==> src/rmc_pkg.sv <==
// Package for the running mean and covariance unit: shared widths, codes and
// the command and status structs between controller and datapath. No dependencies.
`default_nettype none

package rmc_pkg;

   localparam int DimDefault = 4;
   localparam int StoreDim   = 4;
   localparam int SampleW    = 32;
   localparam int CovW       = 64;
   localparam int CountW     = 32;

   // Index counter operations.
   localparam logic [1:0] IdxHold  = 2'd0;
   localparam logic [1:0] IdxFirst = 2'd1;
   localparam logic [1:0] IdxNext  = 2'd2;
   localparam logic [1:0] IdxNextA = 2'd3;

   // Divider operand selection.
   localparam logic [1:0] DivProd = 2'd0;
   localparam logic [1:0] DivTerm = 2'd1;
   localparam logic [1:0] DivCov  = 2'd2;
   localparam logic [1:0] DivMean = 2'd3;

   // Input command codes.
   localparam logic CmdAdd   = 1'b0;
   localparam logic CmdClear = 1'b1;

   typedef struct packed {
      logic       load;
      logic       clear;
      logic [1:0] idx_op;
      logic       res_sel_b;
      logic       lat_a;
      logic       lat_p;
      logic       div_start;
      logic [1:0] div_op;
      logic       cov_wr;
      logic       emit_cov;
   } cmd_type;

   typedef struct packed {
      logic div_done;
      logic a_last;
      logic b_last;
   } status_type;

endpackage

`default_nettype wire

==> src/rmc_ctrl.sv <==
// Controller state machine: sequences the per-entry update, the mean update and emission.
// Depends on rmc_pkg.
`default_nettype none

module rmc_ctrl (
   input  wire logic                clock,
   input  wire logic                reset,
   input  wire logic                req_valid,
   input  wire logic                req_cmd,
   output logic                     req_ready,
   output logic                     rsp_valid,
   input  wire logic                rsp_ready,
   input  wire rmc_pkg::status_type status,
   output rmc_pkg::cmd_type         cmd
);

   localparam logic [3:0] StIdle = 4'd0;
   localparam logic [3:0] StRa   = 4'd1;
   localparam logic [3:0] StMul  = 4'd2;
   localparam logic [3:0] StD1   = 4'd3;
   localparam logic [3:0] StW1   = 4'd4;
   localparam logic [3:0] StD2   = 4'd5;
   localparam logic [3:0] StW2   = 4'd6;
   localparam logic [3:0] StD3   = 4'd7;
   localparam logic [3:0] StW3   = 4'd8;
   localparam logic [3:0] StWr   = 4'd9;
   localparam logic [3:0] StMd   = 4'd10;
   localparam logic [3:0] StMw   = 4'd11;
   localparam logic [3:0] StEm   = 4'd12;
   localparam logic [3:0] StEc   = 4'd13;

   logic [3:0] state_ff, state_in;

   always_comb begin
      state_in  = state_ff;
      cmd       = '0;
      req_ready = 1'b0;
      rsp_valid = 1'b0;
      unique case (state_ff)
         StIdle: begin
            req_ready = 1'b1;
            if (req_valid) begin
               if (req_cmd == rmc_pkg::CmdClear) begin
                  cmd.clear = 1'b1;
               end else begin
                  cmd.load   = 1'b1;
                  cmd.idx_op = rmc_pkg::IdxFirst;
                  state_in   = StRa;
               end
            end
         end
         StRa: begin
            cmd.lat_a = 1'b1;
            state_in  = StMul;
         end
         StMul: begin
            cmd.res_sel_b = 1'b1;
            cmd.lat_p     = 1'b1;
            state_in      = StD1;
         end
         StD1: begin
            cmd.div_start = 1'b1;
            cmd.div_op    = rmc_pkg::DivProd;
            state_in      = StW1;
         end
         StW1: if (status.div_done) state_in = StD2;
         StD2: begin
            cmd.div_start = 1'b1;
            cmd.div_op    = rmc_pkg::DivTerm;
            state_in      = StW2;
         end
         StW2: if (status.div_done) state_in = StD3;
         StD3: begin
            cmd.div_start = 1'b1;
            cmd.div_op    = rmc_pkg::DivCov;
            state_in      = StW3;
         end
         StW3: if (status.div_done) state_in = StWr;
         StWr: begin
            cmd.cov_wr = 1'b1;
            if (status.a_last && status.b_last) begin
               cmd.idx_op = rmc_pkg::IdxFirst;
               state_in   = StMd;
            end else begin
               cmd.idx_op = rmc_pkg::IdxNext;
               state_in   = StRa;
            end
         end
         StMd: begin
            cmd.div_start = 1'b1;
            cmd.div_op    = rmc_pkg::DivMean;
            state_in      = StMw;
         end
         StMw: begin
            cmd.div_op = rmc_pkg::DivMean;
            if (status.div_done) begin
               if (status.a_last) begin
                  cmd.idx_op = rmc_pkg::IdxFirst;
                  state_in   = StEm;
               end else begin
                  cmd.idx_op = rmc_pkg::IdxNextA;
                  state_in   = StMd;
               end
            end
         end
         StEm: begin
            rsp_valid = 1'b1;
            if (rsp_ready) begin
               if (status.a_last) begin
                  cmd.idx_op = rmc_pkg::IdxFirst;
                  state_in   = StEc;
               end else begin
                  cmd.idx_op = rmc_pkg::IdxNextA;
               end
            end
         end
         StEc: begin
            rsp_valid    = 1'b1;
            cmd.emit_cov = 1'b1;
            if (rsp_ready) begin
               if (status.a_last && status.b_last) begin
                  state_in = StIdle;
               end else begin
                  cmd.idx_op = rmc_pkg::IdxNext;
               end
            end
         end
         default: state_in = StIdle;
      endcase
   end

   always_ff @(posedge clock) begin
      if (reset) begin
         state_ff <= StIdle;
      end else begin
         state_ff <= state_in;
      end
   end

endmodule

`default_nettype wire

==> config.mk <==
export PLATFORM = sky130hd
export DESIGN_NAME = rmc_ctrl
export DESIGN_NICKNAME = d
export VERILOG_FILES = /design/src/rmc_pkg.sv /design/src/rmc_ctrl.sv
export SDC_FILE = /design/constraint.sdc
export NUM_CORES = 1
export LEC_CHECK = 0
export ABC_AREA = 1
export BUFFER_PORTS_ARGS = -buffer_cell sky130_fd_sc_hd__buf_4
export CAP_MARGIN = 40
export CORE_AREA = 2 2 39 41
export CTS_BUF_LIST = sky130_fd_sc_hd__clkbuf_4 sky130_fd_sc_hd__clkbuf_8 sky130_fd_sc_hd__clkbuf_16
export DETAILED_ROUTE_END_ITERATION = 7
export DIE_AREA = 0 0 41 43
export PLACE_DENSITY = 0.7
export SETUP_SLACK_MARGIN = 0.02
export SKIP_CTS_REPAIR_TIMING = 1
export SLEW_MARGIN = 5
export SYNTH_ARGS = -nofsm -noshare
export SYNTH_HDL_FRONTEND = slang
export SYNTH_SLANG_ARGS = --single-unit
==> constraint.sdc <==
create_clock -name clock -period 1.75 [get_ports clock]
set_clock_uncertainty 0.15 [all_clocks]
set_input_delay 0.35 -clock clock [delete_from_list [all_inputs] [get_ports clock]]
set_output_delay 0.35 -clock clock [all_outputs]
set_load 0.005 [all_outputs]
# Word level (Yosys, flattened, before mapping)
# Index checks and enable logic that the tools add are counted.
[totals] ff_bits=4 in_bits=8 out_inout_bits=14 word_cells=63
[classes] n_eq_ne=23 n_mux=33 n_reduce_logical=6
[op_table] op="4-bit one-hot mux with 14 select lines" n=1
[op_table] op="4-bit 2-to-1 mux" n=12
[op_table] op="4-bit equality test, second input constant" n=6
[op_table] op="2-bit != test, second input constant" n=10
[op_table] op="4-bit by 3-bit equality test with 1-bit output, second input constant" n=4
[op_table] op="2-bit 2-to-1 mux" n=7
[op_table] op="1-bit 2-to-1 mux" n=10
[op_table] op="2-bit one-hot mux with 5 select lines" n=1
[op_table] op="10-bit AND reduction" n=1
[op_table] op="4-bit by 2-bit equality test with 1-bit output, second input constant" n=2
[op_table] op="2-bit one-hot mux with 3 select lines" n=1
[op_table] op="4-bit by 1-bit equality test with 1-bit output, second input constant" n=1
[op_table] op="4-bit zero test" n=1
[op_table] op="2-bit OR reduction" n=2
[op_table] op="4-bit OR reduction" n=1
[op_table] op="3-bit 2-to-1 mux" n=1
[op_table] op="1-bit logical AND" n=1

# Logic depth before layout (Yosys ltp)
# Gate-level depths: netlist of run 1.
[logic_depth] word_depth=4 mapped_depth=10 mapped_depth_nobuf=9

# Least setup slack after synthesis of run 1
# Ideal clock, no wire load.
[synth_timing] path_type="reg2out" from="register state_ff[2]" to="output port cmd[8] (netlist name)" t_arrival_ns=1.058 required_time_ns=1.250 path_slack_ns=0.192 stages_incl_launch_ff=8 n_path_buf=0 path_cell_list="dfxtp_1 -> nor2_1 -> inv_2 -> nor2_2 -> inv_2 -> nor2_2 -> inv_2 -> o2111ai_1"
[synth_rtl] item="start: declaration" line="rmc_ctrl.sv:32" source="logic [3:0] state_ff, state_in;"
[synth_rtl] item="start signal: assignment" line="rmc_ctrl.sv:134" source="state_ff <= StIdle;"
[synth_rtl] item="start signal: assignment" line="rmc_ctrl.sv:136" source="state_ff <= state_in;"
[synth_rtl] item="end: declaration" line="rmc_ctrl.sv:14" source="output rmc_pkg::cmd_type cmd"

==> results of run 1 <==
path summary, 6_finish.rpt:
| kind | startpoint | end | slack, ps |
|---|---|---|---|
| max | state_ff[3] | cmd[8] | -50 |
| min | reset | state_ff[2] | 250 |
| max reg2reg | state_ff[3] | state_ff[0] | 230 |
| min reg2reg | state_ff[3] | state_ff[3] | 420 |
power by group through the flow:
stage	registers [mW]	clock network, mW	logic, mW
floorplan	0.167	0	0.552
global placement	0.185	0	0.796
detailed placement	0.187	0	0.792
CTS	0.186	0.118	0.797
global route	0.223	0.120	0.969
finish	0.218	0.111	0.870
logic make-up after synthesis:
kind of cell / after synthesis / share of synthesized area, %
simple gates: 71 / 65.3
buf+inv: 17 / 12.4
flops: 4 / 14.4
compound gates: 7 / 7.88
per-stage QoR:
step | setup TNS [ps] | cells
after detailed placement | 0 | 139
after global placement | 0 | 139
final | -86.8 | 144
after CTS | -382 | 142
after floorplan | 0 | 99
after global routing | -278 | 144
layout by cell type, fill, tap and decap left out, drive strengths merged:
cell type,synthesis,final
a22oi,1,1
nand4,1,1
nand2,32,32
nor2,22,22
o2111ai,1,1
nor3,1,1
nand3,15,15
inv,15,15
o211ai,1,1
buf,2,28
a21oi,4,4
dfxtp,4,4
clkbuf,0,3
metal layers:
layer | part of all wire [%] | wire length [µm]
met1 | 42 | 653
met2 | 53 | 832
met3 | 4.8 | 75
met4 | 0 | 0
met5 | 0 | 0
worst max-delay path, cell delays in order (launching register included):
cell and delay [ps]:
dfxtp_4 400, inv_4 60, nor2_4 190, nand2_2 100, o2111ai_2 180, buf_4 130
area by class of cell:
type | instances | area (µm²)
inverter | 15 | 58.8
tap | 16 | 20.0
fill | 130 | 528
clock buffer | 3 | 22.5
timing repair buffer | 28 | 214
multi-input combinational | 78 | 448
sequential | 4 | 92.6
==> run summary, run 1 <==
outcome = complete, but fails checks
failing checks = negative setup slack
GPL Wtd Cong = 0.881
global-route wire length before repair = 2.30 mm
clk_lat worst skew = 230 ps
top-count cell post-synth = nand2_1
Internal = 0.612 mW
dpl hpwl = 1.21 mm
GR met1 Demand/Resource = 24.4%
I/O Buffers = 21
core area = 1380 µm²
initial DRC count = 7
Root Buffer = clkbuf_4
sw power = 0.587 mW
post-synth top area share = 16.9%
Final min period = 1800 ps
Final Total Pwr = 1.20 mW
clock buffer count from CTS = 3
# rows = 14
final setup margin = -51.3 ps
critical path capture point type = output pin
Die Ht = 43 µm
Post-route DRC = 0
number of synthesized flops with an enable pin = 0
clock slew at reported path FFs = 40 ps
Power Density = 1400 nW/µm²
Setup CP Type = reg -> out
worst hold margin = 252 ps
drt wl/cell = 10.8 µm
met2 Use GR = 28.7%
Synth Net Count = 107
LEAKAGE = 0.474 nW
die width = 41 µm
largest net degree at the start of global routing = 9
Sequential Power Share = 18.2%
ys async rst share = 0%
Largest regs = state_ff (4)
H-tree depth = 1
Area growth syn-to-layout = 54.1%
dpl cell area = 758 µm²
largest register by flop count = state_ff
die area = 1760 µm²
fin area = 856 µm²
RSZ-0062 raised after global routing = yes
final setup fails = 2
worst hold stages = 4
Max Cap Violations = 0
critical path fanouts, max = 7
Worst Max-Slew Pin Slew = 236 ps
initial antenna violation count = 0
DP Worst Slack = 94.5 ps
final hold vios = 0
max-slew violations = 0
Post-Route WL = 1.56 mm
Combinational Power Share = 72.6%
Vias = 708
vias in the first global route = 610
worst path required time = 1250 ps
Final #Nets = 138
Top Usage Layer GRT = met2
DRT Pass-1 Iters = 4
io pins = 22
final clock period utilization by the worst path = 103%
clock buffer depth = 2
switching share of power = 49.0%
Largest register FFs = 4
Final ANT Viol Nets = 0
synth top area cells = nand2_1, dfxtp_1, nand3_1, nor2_1, inv_2
relative slew slack = 84.1%
gr usage total = 18.4%
VDD IR max = 1.07 mV
top post-synthesis cells by count = nand2_1, nor2_1, nand3_1
reg2reg path depth = 10
Cell Area, Synth = 556 µm²
most used flip-flop cell after synthesis = dfxtp_1
post-synth top area cell = nand2_1
Yosys reg bits = 4
met3 usage = 3.14%
Peak Freq = 555 MHz
Via density = 4.92
layout cells sized above 1 = 52.3%
Worst Hold Class = in -> reg
Synth Instances = 99
Util after Layout = 61.8%
Initial Utilization = 40.1%
Unique masters post-synth = 20
number of diodes = 0
Synth Warn # = 0
syn_area_per_cell = 5.61 µm²
grt ovf = 0
Critical Path Start Type = register
post-synthesis sequential area ratio = 14.4%
CTS tree = done
Clock Power Share = 9.2%
Critical Path AT = 1300 ps
# clock sinks = 4
No activity file was read; power rests on OpenSTA's default activity.
==> run 2, diff against run 1 <==
--- a/config.mk
+++ b/config.mk
@@ -13,6 +13,7 @@
 export DETAILED_ROUTE_END_ITERATION = 7
 export DIE_AREA = 0 0 41 43
 export PLACE_DENSITY = 0.7
+export REMOVE_ABC_BUFFERS = 1
 export SETUP_SLACK_MARGIN = 0.02
 export SKIP_CTS_REPAIR_TIMING = 1
 export SLEW_MARGIN = 5
==> run 2 against run 1 <==
The run still ends with negative setup slack left. Maximum frequency rose by 1.2%. Sequential share of layout area rose by 0.11 points. Register-to-register slack improved by 50 ps.
==> run summary, run 2 (synthesized netlist as in run 1, its figures left out) <==
outcome = complete, but fails checks
failing checks = negative setup slack
layout cells sized above 1 = 53.1%
LEAKAGE = 0.473 nW
worst hold margin = 248 ps
Max Cap Violations = 0
final setup fails = 2
Critical Path Start Type = register
clk_lat worst skew = 230 ps
largest net degree at the start of global routing = 9
H-tree depth = 1
Largest register FFs = 4
Post-Route WL = 1.55 mm
clock buffer count from CTS = 3
Area growth syn-to-layout = 52.5%
Final Total Pwr = 1.21 mW
Post-route DRC = 0
Setup CP Type = reg -> out
r2r setup slk = 280 ps
dpl cell area = 751 µm²
Peak Freq = 562 MHz
initial DRC count = 7
Final ANT Viol Nets = 0
die area = 1760 µm²
drt wl/cell = 10.8 µm
most frequent cells in the layout = buf_4, nand2_1, nand3_1
initial antenna violation count = 0
number of diodes = 0
worst path required time = 1250 ps
DRT Pass-1 Iters = 3
fin area = 847 µm²
final setup margin = -29.5 ps
fill count = 135
# rows = 14
Power Density = 1430 nW/µm²
RSZ-0062 raised after global routing = yes
final hold vios = 0
CTS tree = done
Worst Hold Class = in -> reg
relative slew slack = 83.8%
Die Ht = 43 µm
die width = 41 µm
GPL Wtd Cong = 0.835
Largest regs = state_ff (4)
clock slew at reported path FFs = 40 ps
Multi-input gate area = 439 µm²
gr usage total = 19.0%
Initial Utilization = 40.1%
dpl hpwl = 1.21 mm
largest register by flop count = state_ff
vias in the first global route = 594
Worst Max-Slew Pin Slew = 240 ps
Via density = 4.91
VDD IR max = 0.725 mV
critical path fanouts, max = 6
io pins = 22
Root Buffer = clkbuf_4
critical path capture point type = output pin
Vias = 707
final clock period utilization by the worst path = 102%
Critical Path AT = 1280 ps
core area = 1380 µm²
max-slew violations = 0
Final min period = 1780 ps
Util after Layout = 61.2%
# clock sinks = 4
most common cell after layout, fill and taps aside = buf_4
grt ovf = 0
clock buffer depth = 2
global-route wire length before repair = 2.38 mm
Seq. cell area = 92.6 µm²
I/O Buffers = 21
Final #Nets = 138
[run 2: cell types whose count changed in the layout (fill, tap and decap cells not counted)]
cell       before  now
nor2_4          4    3
o2111ai_1       0    1
nor2_1         12   11
nand3_2         4    3
nand2_2         6    8
nor2_2          5    7
o2111ai_2       1    0
nand2_1        24   22
nand3_1        11   12
[run 2: worst paths after layout]
path               startpoint     endpoint  cells after the start
setup / recovery  state_ff[0]       cmd[8]                      8
hold / removal          reset  state_ff[2]                      4
setup reg to reg  state_ff[3]  state_ff[0]                      9
hold reg to reg   state_ff[3]  state_ff[3]                      2
[run 2: worst max-delay path: stages (launching register included)]
cell	delay [ps]
dfxtp_4	360
inv_2	110
nand2_2	90
nor2_4	100
inv_2	50
nor2_4	100
inv_2	40
o2111ai_1	60
buf_4	140
[run 2: routing by layer]
metal	global-route usage [%]	vias to the layer above	share of wire [%]
li1	-	372	-
met1	29.6	324	47
met2	26.6	11	50
met3	1.57	0	3.0
met4	6.00	0	0
met5	0	-	0
[run 2: stage by stage]
| step | worst slack [ps] | std cells | TNS [ps] |
|---|---|---|---|
| 4_1_cts | -181 | 141 | -464 |
| 3_5_place_dp | 65.9 | 138 | 0 |
| 6_report | -29.5 | 144 | -53.7 |
| 3_3_place_gp | 55.6 | 138 | 0 |
| 5_1_grt | -130 | 144 | -284 |
| 2_1_floorplan | 192 | 97 | 0 |
[run 2: area by class of cell]
type | count | share of cell area, %
well taps | 16 | 2.36
multi-input cells | 78 | 51.8
repair buffers | 28 | 25.3
inverters | 15 | 6.94
clock buffers | 3 | 2.66
flip-flops and latches | 4 | 10.9
[run 2: where the power goes]
part           internal (mW)  switching [mW]
combinational          0.400           0.486
clock                 0.0763          0.0316
sequential             0.143          0.0705
total                  0.620           0.588
